==> config.mk <==
export PLATFORM = sky130hd
export DESIGN_NAME = bsp_cfg_regs
export DESIGN_NICKNAME = d
export VERILOG_FILES = /design/src/rtl/bsp_pkg.sv /design/src/rtl/bsp_cfg_regs.sv
export SDC_FILE = /design/constraint.sdc
export NUM_CORES = 1
export LEC_CHECK = 0
export BUFFER_PORTS_ARGS = -buffer_cell sky130_fd_sc_hd__buf_2
export CAP_MARGIN = 10
export CORE_MARGIN = 5
export CORE_UTILIZATION = 35
export CTS_BUF_LIST = sky130_fd_sc_hd__clkbuf_8
export CTS_CLUSTER_SIZE = 20
export DETAILED_ROUTE_END_ITERATION = 6
export GPL_TIMING_DRIVEN = 1
export PLACE_DENSITY = 0.82
export REMOVE_ABC_BUFFERS = 1
export SLEW_MARGIN = 5
export SYNTH_ARGS = -nofsm -noshare
export SYNTH_HDL_FRONTEND = slang
export SYNTH_SLANG_ARGS = --single-unit
==> constraint.sdc <==
create_clock -name clk_i -period 1.2 [get_ports clk_i]
set_clock_uncertainty 0.15 [all_clocks]
set_input_delay 0.06 -clock clk_i [delete_from_list [all_inputs] [get_ports clk_i]]
set_output_delay 0.06 -clock clk_i [all_outputs]
set_load 0.1 [all_outputs]
==> src/rtl/bsp_pkg.sv <==
// Shared types, constants and helpers for the byte-addressed operand stack.
package bsp_pkg;

  localparam int unsigned DEPTH_BYTES = 4096;
  localparam int unsigned ADDR_W      = $clog2(DEPTH_BYTES);
  localparam int unsigned LANES       = 8;
  localparam int unsigned LANE_W      = $clog2(LANES);
  localparam int unsigned ROW_W       = ADDR_W - LANE_W;
  localparam int unsigned BANK_ROWS   = DEPTH_BYTES / LANES;

  localparam int unsigned SP_W        = 13;
  localparam int unsigned LIMIT_W     = 13;
  localparam int unsigned VALUE_W     = 64;
  localparam int unsigned SIZE_CODE_W = 2;
  localparam int unsigned SIZE_W      = 4;
  localparam int unsigned STATUS_W    = 2;

  localparam int unsigned PADDR_W     = 2;
  localparam int unsigned PDATA_W     = 32;

  localparam logic [PADDR_W-1:0] REG_STACK_LIMIT = PADDR_W'(0);
  localparam logic [LIMIT_W-1:0] LIMIT_RESET     = LIMIT_W'(4096);
  localparam logic [LIMIT_W-1:0] DEPTH_LIMIT     = LIMIT_W'(DEPTH_BYTES);

  localparam logic OP_PUSH = 1'b0;
  localparam logic OP_POP  = 1'b1;

  typedef enum logic [STATUS_W-1:0] {
    ST_OK        = 2'd0,
    ST_OVERFLOW  = 2'd1,
    ST_UNDERFLOW = 2'd2
  } status_e;

  // one access to the banked byte store
  typedef struct packed {
    logic                   en;
    logic                   we;
    logic [ADDR_W-1:0]      base;
    logic [SIZE_CODE_W-1:0] size_code;
    logic [VALUE_W-1:0]     wdata;
  } mem_req_t;

  function automatic logic [SIZE_W-1:0] size_bytes(input logic [SIZE_CODE_W-1:0] code);
    logic [SIZE_W-1:0] s;
    s = SIZE_W'(1) << code;
    return s;
  endfunction

endpackage

==> src/rtl/bsp_cfg_regs.sv <==
// APB-style register port holding the stack limit.
module bsp_cfg_regs (
  input  logic                         clk_i,
  input  logic                         rst_ni,
  input  logic                         psel,
  input  logic                         penable,
  input  logic                         pwrite,
  input  logic [bsp_pkg::PADDR_W-1:0]  paddr,
  input  logic [bsp_pkg::PDATA_W-1:0]  pwdata,
  output logic [bsp_pkg::PDATA_W-1:0]  prdata,
  output logic                         pready,
  output logic [bsp_pkg::LIMIT_W-1:0]  stack_limit_o
);

  logic [bsp_pkg::LIMIT_W-1:0] limit_q, limit_d;
  logic                        wr_hit;

  assign pready = 1'b1;
  assign wr_hit = psel & penable & pwrite & (paddr == bsp_pkg::REG_STACK_LIMIT);

  always_comb begin
    limit_d = limit_q;
    if (wr_hit) begin
      limit_d = pwdata[bsp_pkg::LIMIT_W-1:0];
    end
  end

  always_ff @(posedge clk_i or negedge rst_ni) begin
    if (!rst_ni) begin
      limit_q <= bsp_pkg::LIMIT_RESET;
    end else begin
      limit_q <= limit_d;
    end
  end

  always_comb begin
    unique case (paddr)
      bsp_pkg::REG_STACK_LIMIT: prdata = bsp_pkg::PDATA_W'(limit_q);
      default:                  prdata = '0;
    endcase
  end

  assign stack_limit_o = limit_q;

endmodule

==> out/summary.log, run 1 <==
[sta] unrepaired setup endpoints after global routing yes
[cells_and_area] leading cell types in the layout, fill and taps excluded 26 x sky130_fd_sc_hd__buf_12, 20 x sky130_fd_sc_hd__conb_1, 19 x sky130_fd_sc_hd__buf_2
[cells_and_area] fraction of final layout cells with drive strength greater than 1 62.1%
[global_routing] number of antenna violations at the first check in global routing 0
[placement] GP Congestion 0.715
[global_routing] global-route usage over all layers 14.5%
[cells_and_area] Syn-to-layout area delta 110%
[cts] H-tree lvl count 1
[setup_path] Crit path max-delay family flip-flops
[global_routing] largest net degree at the start of global routing 14
[floorplanning] Placeable Area 2190 um^2
[sta] minimum hold slack 109 ps
[floorplanning] Total Die Area 3330 um^2
[logic_synthesis] top cell type's share of synthesized area 37.7%
[floorplanning] initial core utilization 36.3%
[logic_synthesis] biggest area contributors in the synthesized netlist sky130_fd_sc_hd__dfrtp_1 38%, sky130_fd_sc_hd__buf_4 19%, sky130_fd_sc_hd__mux2_4 19%, sky130_fd_sc_hd__and2_1 7.9%, sky130_fd_sc_hd__mux2_2 4.2%
[cts] Clock transition at path regs 60 ps
[cts] clk sink count 13
[placement] half-perimeter wire length after placement 1760 um
[routing] aggregate routed wire length 2400 um
[logic_synthesis] Yosys top cell by area sky130_fd_sc_hd__dfrtp_1
[setup_path] crit path buf inv count 1
[sta] setup slack after layout -91.4 ps
[cells_and_area] most common library cell in the layout ignoring fill and taps sky130_fd_sc_hd__buf_12
[power_and_ir_drop] leakage component of the power 0.000851 uW
[routing] antenna violation net count after detailed routing 0
[logic_synthesis] cells after synthesis 65
[setup_path] largest stage delay on the critical path 530 ps
[cells_and_area] Antenna Diode Count 0
[logic_synthesis] total of flip-flops plus latches after synthesis 13
[logic_synthesis] sequential cell area fraction in the yosys report 41.0%
[power_and_ir_drop] overall power after layout 3430 uW
[routing] detailed router's first-iteration violation count 1
[placement] number of port buffers 45
[cells_and_area] nets 180
[cts] clock tree buffer depth 2
[global_routing] wire length of the first global-routing pass 3560 um
[logic_synthesis] per-instance average area after synthesis 12.2 um^2
[cts] clock tree from TritonCTS yes
[cts] cell at the root of the clock tree sky130_fd_sc_hd__clkbuf_8
[global_routing] global route overflow 0
[setup_path] kind of critical path register to output port
[logic_synthesis] number of warnings printed during yosys synthesis 0
[setup_path] cells along the critical path and2_4, buf_12
[floorplanning] number of I/O pins 85
[status] status finished, violations left
[sta] final worst path period share 108%
[power_and_ir_drop] peak supply drop 1410 uV
[cells_and_area] number of flip-flops in the largest register 13
[cts] worst-skew pair later-pin latency 250 ps
[setup_path] slowest stage cell, crit path sky130_fd_sc_hd__dfstp_2
[flow_run] count of maximum capacitance violations 0
[sta] final setup violation count 2
[routing] drt drc 0
[min_path] class of the tightest hold or removal check input pin to async pin
[sta] Final Hold Fails 0
[floorplanning] DIE HEIGHT 57.7 um
[logic_synthesis] Synth cell types 12
[routing] routed wirelength normalized by instance count 14.3 um
[sta] minimum period implied by the final worst setup slack 1290 ps
[global_routing] number of global-route vias before repair 710
[setup_path] largest fanout of any net on the critical path 2
[power_and_ir_drop] power density relative to cell area 2050 nW/um^2
[setup_path] endpoint arrival time on the critical path 1080 ps
[placement] Post-Place Worst Slack -51.7 ps
[floorplanning] number of standard-cell rows in the floorplan 17
[sta] Final Max Tran Viols 0
[routing] via density per instance 4.04
[setup_path] type of element launching the critical path register
[floorplanning] Horiz. Die Dim 57.7 um
[setup_path] CP Capture Type output port
[routing] number of detailed-route iterations in the first pass 3
[routing] via count 678
[sta] Max Freq 774 MHz
[logic_synthesis] post-synthesis instance area 796 um^2
[setup_path] Crit path required time 990 ps
[status] failing checks negative setup slack
[cells_and_area] number of filler cells placed in the layout 145
[cts] TritonCTS Buffers 3
## synthesized netlist by cell type
cell type,number
sky130_fd_sc_hd__buf_4,20
sky130_fd_sc_hd__dfrtp_1,12
sky130_fd_sc_hd__and2_1,10
sky130_fd_sc_hd__mux2_4,10
sky130_fd_sc_hd__and2_2,3
sky130_fd_sc_hd__mux2_2,3
sky130_fd_sc_hd__conb_1,2
sky130_fd_sc_hd__buf_6,1
sky130_fd_sc_hd__clkbuf_1,1
sky130_fd_sc_hd__dfstp_2,1
sky130_fd_sc_hd__nand4_4,1
sky130_fd_sc_hd__nor2_2,1
## final timing paths
check                                   from                end  slack [ps]  cells after the start
hold / removal                        rst_ni   stack_limit_o[3]         110                      2
max in group asynchronous             rst_ni  stack_limit_o[12]         500                      2
setup reg to reg            stack_limit_o[8]   stack_limit_o[8]         130                      2
hold reg to reg             stack_limit_o[3]   stack_limit_o[3]         480                      2
min in group clk_i                   penable  stack_limit_o[11]         200                      4
setup / recovery           stack_limit_o[12]         prdata[12]         -90                      2
## area by class of cell
cell class	count	area, um^2	area share [%]
clock inverter	1	3.75	0.225
multi-input combinational	48	385	23.1
sequential	13	327	19.5
tap	28	35.0	2.10
timing repair buffer	75	880	52.6
clock buffer	3	41.3	2.47
## kinds of logic (layout without fill, tap and decap cells)
kind of cell	after synthesis	in the layout	synth area share (%)
other cells	2	20	0.944
buf+inv	22	79	20.8
simple gates	15	15	14.2
flops	13	13	41.0
mux	13	13	23.1
## per-layer routing
metal | routed length (um) | global-route usage, %
met1 | 700 | 13.8
met2 | 1420 | 29.0
met3 | 248 | 4.23
met4 | 31 | 4.97
met5 | 0 | 0
## per-stage QoR
step / area (um^2) / cells / setup TNS [ps] / utilization [%]
2_1_floorplan: 698 / 61 / -12020 / -
3_3_place_gp: 1370 / 137 / -454 / 62.6
3_5_place_dp: 1370 / 137 / -482 / 62.6
4_1_cts: 1660 / 168 / -180 / 75.6
5_1_grt: 1670 / 168 / -216 / 76.3
6_report: 1670 / 168 / -158 / 76.3
## what timing repair did
| item | CTS | global route |
|---|---|---|
| gates resized for setup | 2 | 6 |
| endpoints found under the setup margin | 14 | 8 |
| endpoints found under the hold margin | 26 | 0 |
| pin swaps | 0 | 0 |
| setup buffers | 13 | 0 |
| hold buffers | 14 | 0 |
## power by group
| group | internal, uW | switching (uW) |
|---|---|---|
| Combinational | 860 | 1580 |
| Sequential | 546 | 51.5 |
| Clock | 226 | 172 |
No activity file was read; power rests on OpenSTA's default activity.
==> run 2: changes to the inputs <==
--- a/config.mk
+++ b/config.mk
@@ -14,6 +14,7 @@
 export DETAILED_ROUTE_END_ITERATION = 6
 export GPL_TIMING_DRIVEN = 1
 export PLACE_DENSITY = 0.82
+export RECOVER_POWER = 100
 export REMOVE_ABC_BUFFERS = 1
 export SLEW_MARGIN = 5
 export SYNTH_ARGS = -nofsm -noshare
==> out/summary.log, run 2 (synthesis results as in run 1) <==
[setup_path] slowest stage cell, crit path sky130_fd_sc_hd__dfstp_2
[global_routing] wire length of the first global-routing pass 3560 um [unchanged]
[placement] Placed Cells incl. Taps 137 [unchanged]
[placement] number of port buffers 45 [unchanged]
[cts] worst-skew pair later-pin latency 240 ps [about the same]
[cells_and_area] non-filler instance count after layout 168 [unchanged]
[status] failing checks negative setup slack
[floorplanning] number of I/O pins 85 [unchanged]
[floorplanning] Total Die Area 3330 um^2 [unchanged]
[cells_and_area] leading cell types in the layout, fill and taps excluded 20 x sky130_fd_sc_hd__conb_1, 18 x sky130_fd_sc_hd__buf_2, 15 x sky130_fd_sc_hd__buf_12
[setup_path] CP Capture Type output port
[cts] clock tree from TritonCTS yes
[floorplanning] Horiz. Die Dim 57.7 um [unchanged]
[routing] via density per instance 4.08 [+1.0%]
[power_and_ir_drop] internal power 1470 uW [-9.8%]
[routing] aggregate routed wire length 2410 um [+0.12%]
[setup_path] Crit path max-delay family flip-flops
[global_routing] number of antenna violations at the first check in global routing 0 [unchanged]
[flow_run] count of maximum capacitance violations 0 [unchanged]
[placement] GP Congestion 0.715 [unchanged]
[min_path] class of the tightest hold or removal check input pin to async pin
[cts] clock tree buffer depth 2 [unchanged]
[sta] Final Max Tran Viols 0 [unchanged]
[setup_path] largest stage delay on the critical path 530 ps [about the same]
[power_and_ir_drop] sequential group share of total power 18.3% [+0.9 points]
[setup_path] kind of critical path register to output port
[sta] Final Hold Fails 0 [unchanged]
[routing] via count 685 [+1.0%]
[cells_and_area] post-route standard cell area excluding fillers 1550 um^2 [-7.1%]
[setup_path] endpoint arrival time on the critical path 1080 ps [about the same]
[sta] Max Freq 775 MHz [+0.10%]
[floorplanning] initial core utilization 36.3% [unchanged]
[placement] area after detailed placement 1370 um^2 [unchanged]
[placement] half-perimeter wire length after placement 1760 um [unchanged]
[cts] clk sink count 13 [unchanged]
[setup_path] cells along the critical path and2_4, buf_12
[power_and_ir_drop] peak supply drop 1310 uV [-6.5%]
[cts] H-tree lvl count 1 [unchanged]
[setup_path] type of element launching the critical path register
[cts] Clock transition at path regs 60 ps [about the same]
[power_and_ir_drop] net switching share of the total power 54.8% [+2.3 points]
[global_routing] largest net degree at the start of global routing 14 [unchanged]
[floorplanning] DIE HEIGHT 57.7 um [unchanged]
[setup_path] Crit path required time 990 ps [about the same]
[setup_path] largest fanout of any net on the critical path 2 [unchanged]
[power_and_ir_drop] net switching power 1780 uW [-0.96%]
[routing] routed wirelength normalized by instance count 14.3 um [+0.12%]
[sta] final worst path period share 108% [-0.11 points]
[sta] setup slack after layout -90.1 ps [+1.30 ps]
[routing] detailed router's first-iteration violation count 1 [unchanged]
[cells_and_area] Antenna Diode Count 0 [unchanged]
[power_and_ir_drop] power density relative to cell area 2100 nW/um^2 [+2.1%]
[sta] final setup violation count 2 [unchanged]
[power_and_ir_drop] Clock Power Share 12.2% [+0.6 points]
[sta] minimum hold slack 120 ps [+11.0 ps]
[cells_and_area] fraction of final layout cells with drive strength greater than 1 53.6% [-8.6 points]
[cts] TritonCTS Buffers 3 [unchanged]
[setup_path] crit path buf inv count 1 [unchanged]
[sta] unrepaired setup endpoints after global routing yes
[floorplanning] Placeable Area 2190 um^2 [unchanged]
[status] status finished, violations left
[global_routing] global-route usage over all layers 14.5% [unchanged]
[routing] drt drc 0 [unchanged]
[routing] antenna violation net count after detailed routing 0 [unchanged]
[cells_and_area] Syn-to-layout area delta 95.1%
[cts] cell at the root of the clock tree sky130_fd_sc_hd__clkbuf_8
[routing] number of detailed-route iterations in the first pass 3 [unchanged]
[power_and_ir_drop] combinational cell fraction of total power 69.5% [-1.5 points]
[sta] minimum period implied by the final worst setup slack 1290 ps [-1.30 ps]
[global_routing] number of global-route vias before repair 710 [unchanged]
[global_routing] global route overflow 0 [unchanged]
[cells_and_area] nets 180 [unchanged]
[floorplanning] number of standard-cell rows in the floorplan 17 [unchanged]
[power_and_ir_drop] leakage component of the power 0.000786 uW [-7.7%]
[cells_and_area] most common library cell in the layout ignoring fill and taps sky130_fd_sc_hd__conb_1
[cells_and_area] number of flip-flops in the largest register 13 [unchanged]
## run 2: changes by cell type in the layout (fill, tap and decap cells not counted), sizes merged
cell,previous run,this run
clkbuf,3,16
buf,61,48
## run 2: worst paths after layout
path                                   startpoint                 to  slack (ps)  cells past startpoint
worst max-delay path            stack_limit_o[12]         prdata[12]         -90                      2
worst min-delay path                       rst_ni   stack_limit_o[3]         120                      2
worst max register to register   stack_limit_o[8]   stack_limit_o[8]         120                      2
worst min register to register   stack_limit_o[5]   stack_limit_o[5]         520                      2
max in group asynchronous                  rst_ni  stack_limit_o[12]         480                      2
min in group clk_i                        penable  stack_limit_o[11]         210                      4
## run 2: repair_timing
item	4_1_cts	5_1_grt
hold buffers	14	0
buffers inserted	13	0
endpoints found under the setup margin	14	8
cloned	0	0
gates resized for setup	2	6
endpoints found under the hold margin	26	0
## run 2: layer usage
metal / share of wire, % / GRT usage (%)
met5: 0 / 0
met4: 1.3 / 4.97
met3: 9.3 / 4.23
met2: 59 / 29.0
met1: 30 / 13.8
## run 2: stage by stage
step | setup TNS [ps] | utilization, % | power, uW | worst slack [ps]
floorplan | -12020 | - | 2070 | -791
global placement | -454 | 62.6 | 2800 | -45.0
detailed placement | -482 | 62.6 | 2830 | -51.7
CTS | -180 | 75.6 | 3440 | -102
global route | -402 | 70.9 | 3350 | -118
finish | -156 | 70.9 | 3260 | -90.1
## run 2: area by class of cell
class	instances	area [um^2]
clock buffers	3	41.3
repair buffers	75	761
flip-flops and latches	13	327
fillers	172	638
multi-input cells	48	385
clock inverters	1	3.75
well taps	28	35.0
## run 2: power by group through the flow
| stage | combinational (uW) | sequential [uW] | clock (uW) |
|---|---|---|---|
| floorplan | 703 | 1370 | 0 |
| global placement | 2120 | 678 | 0 |
| detailed placement | 2140 | 691 | 0 |
| CTS | 2430 | 595 | 411 |
| global route | 2320 | 607 | 428 |
| finish | 2260 | 595 | 397 |
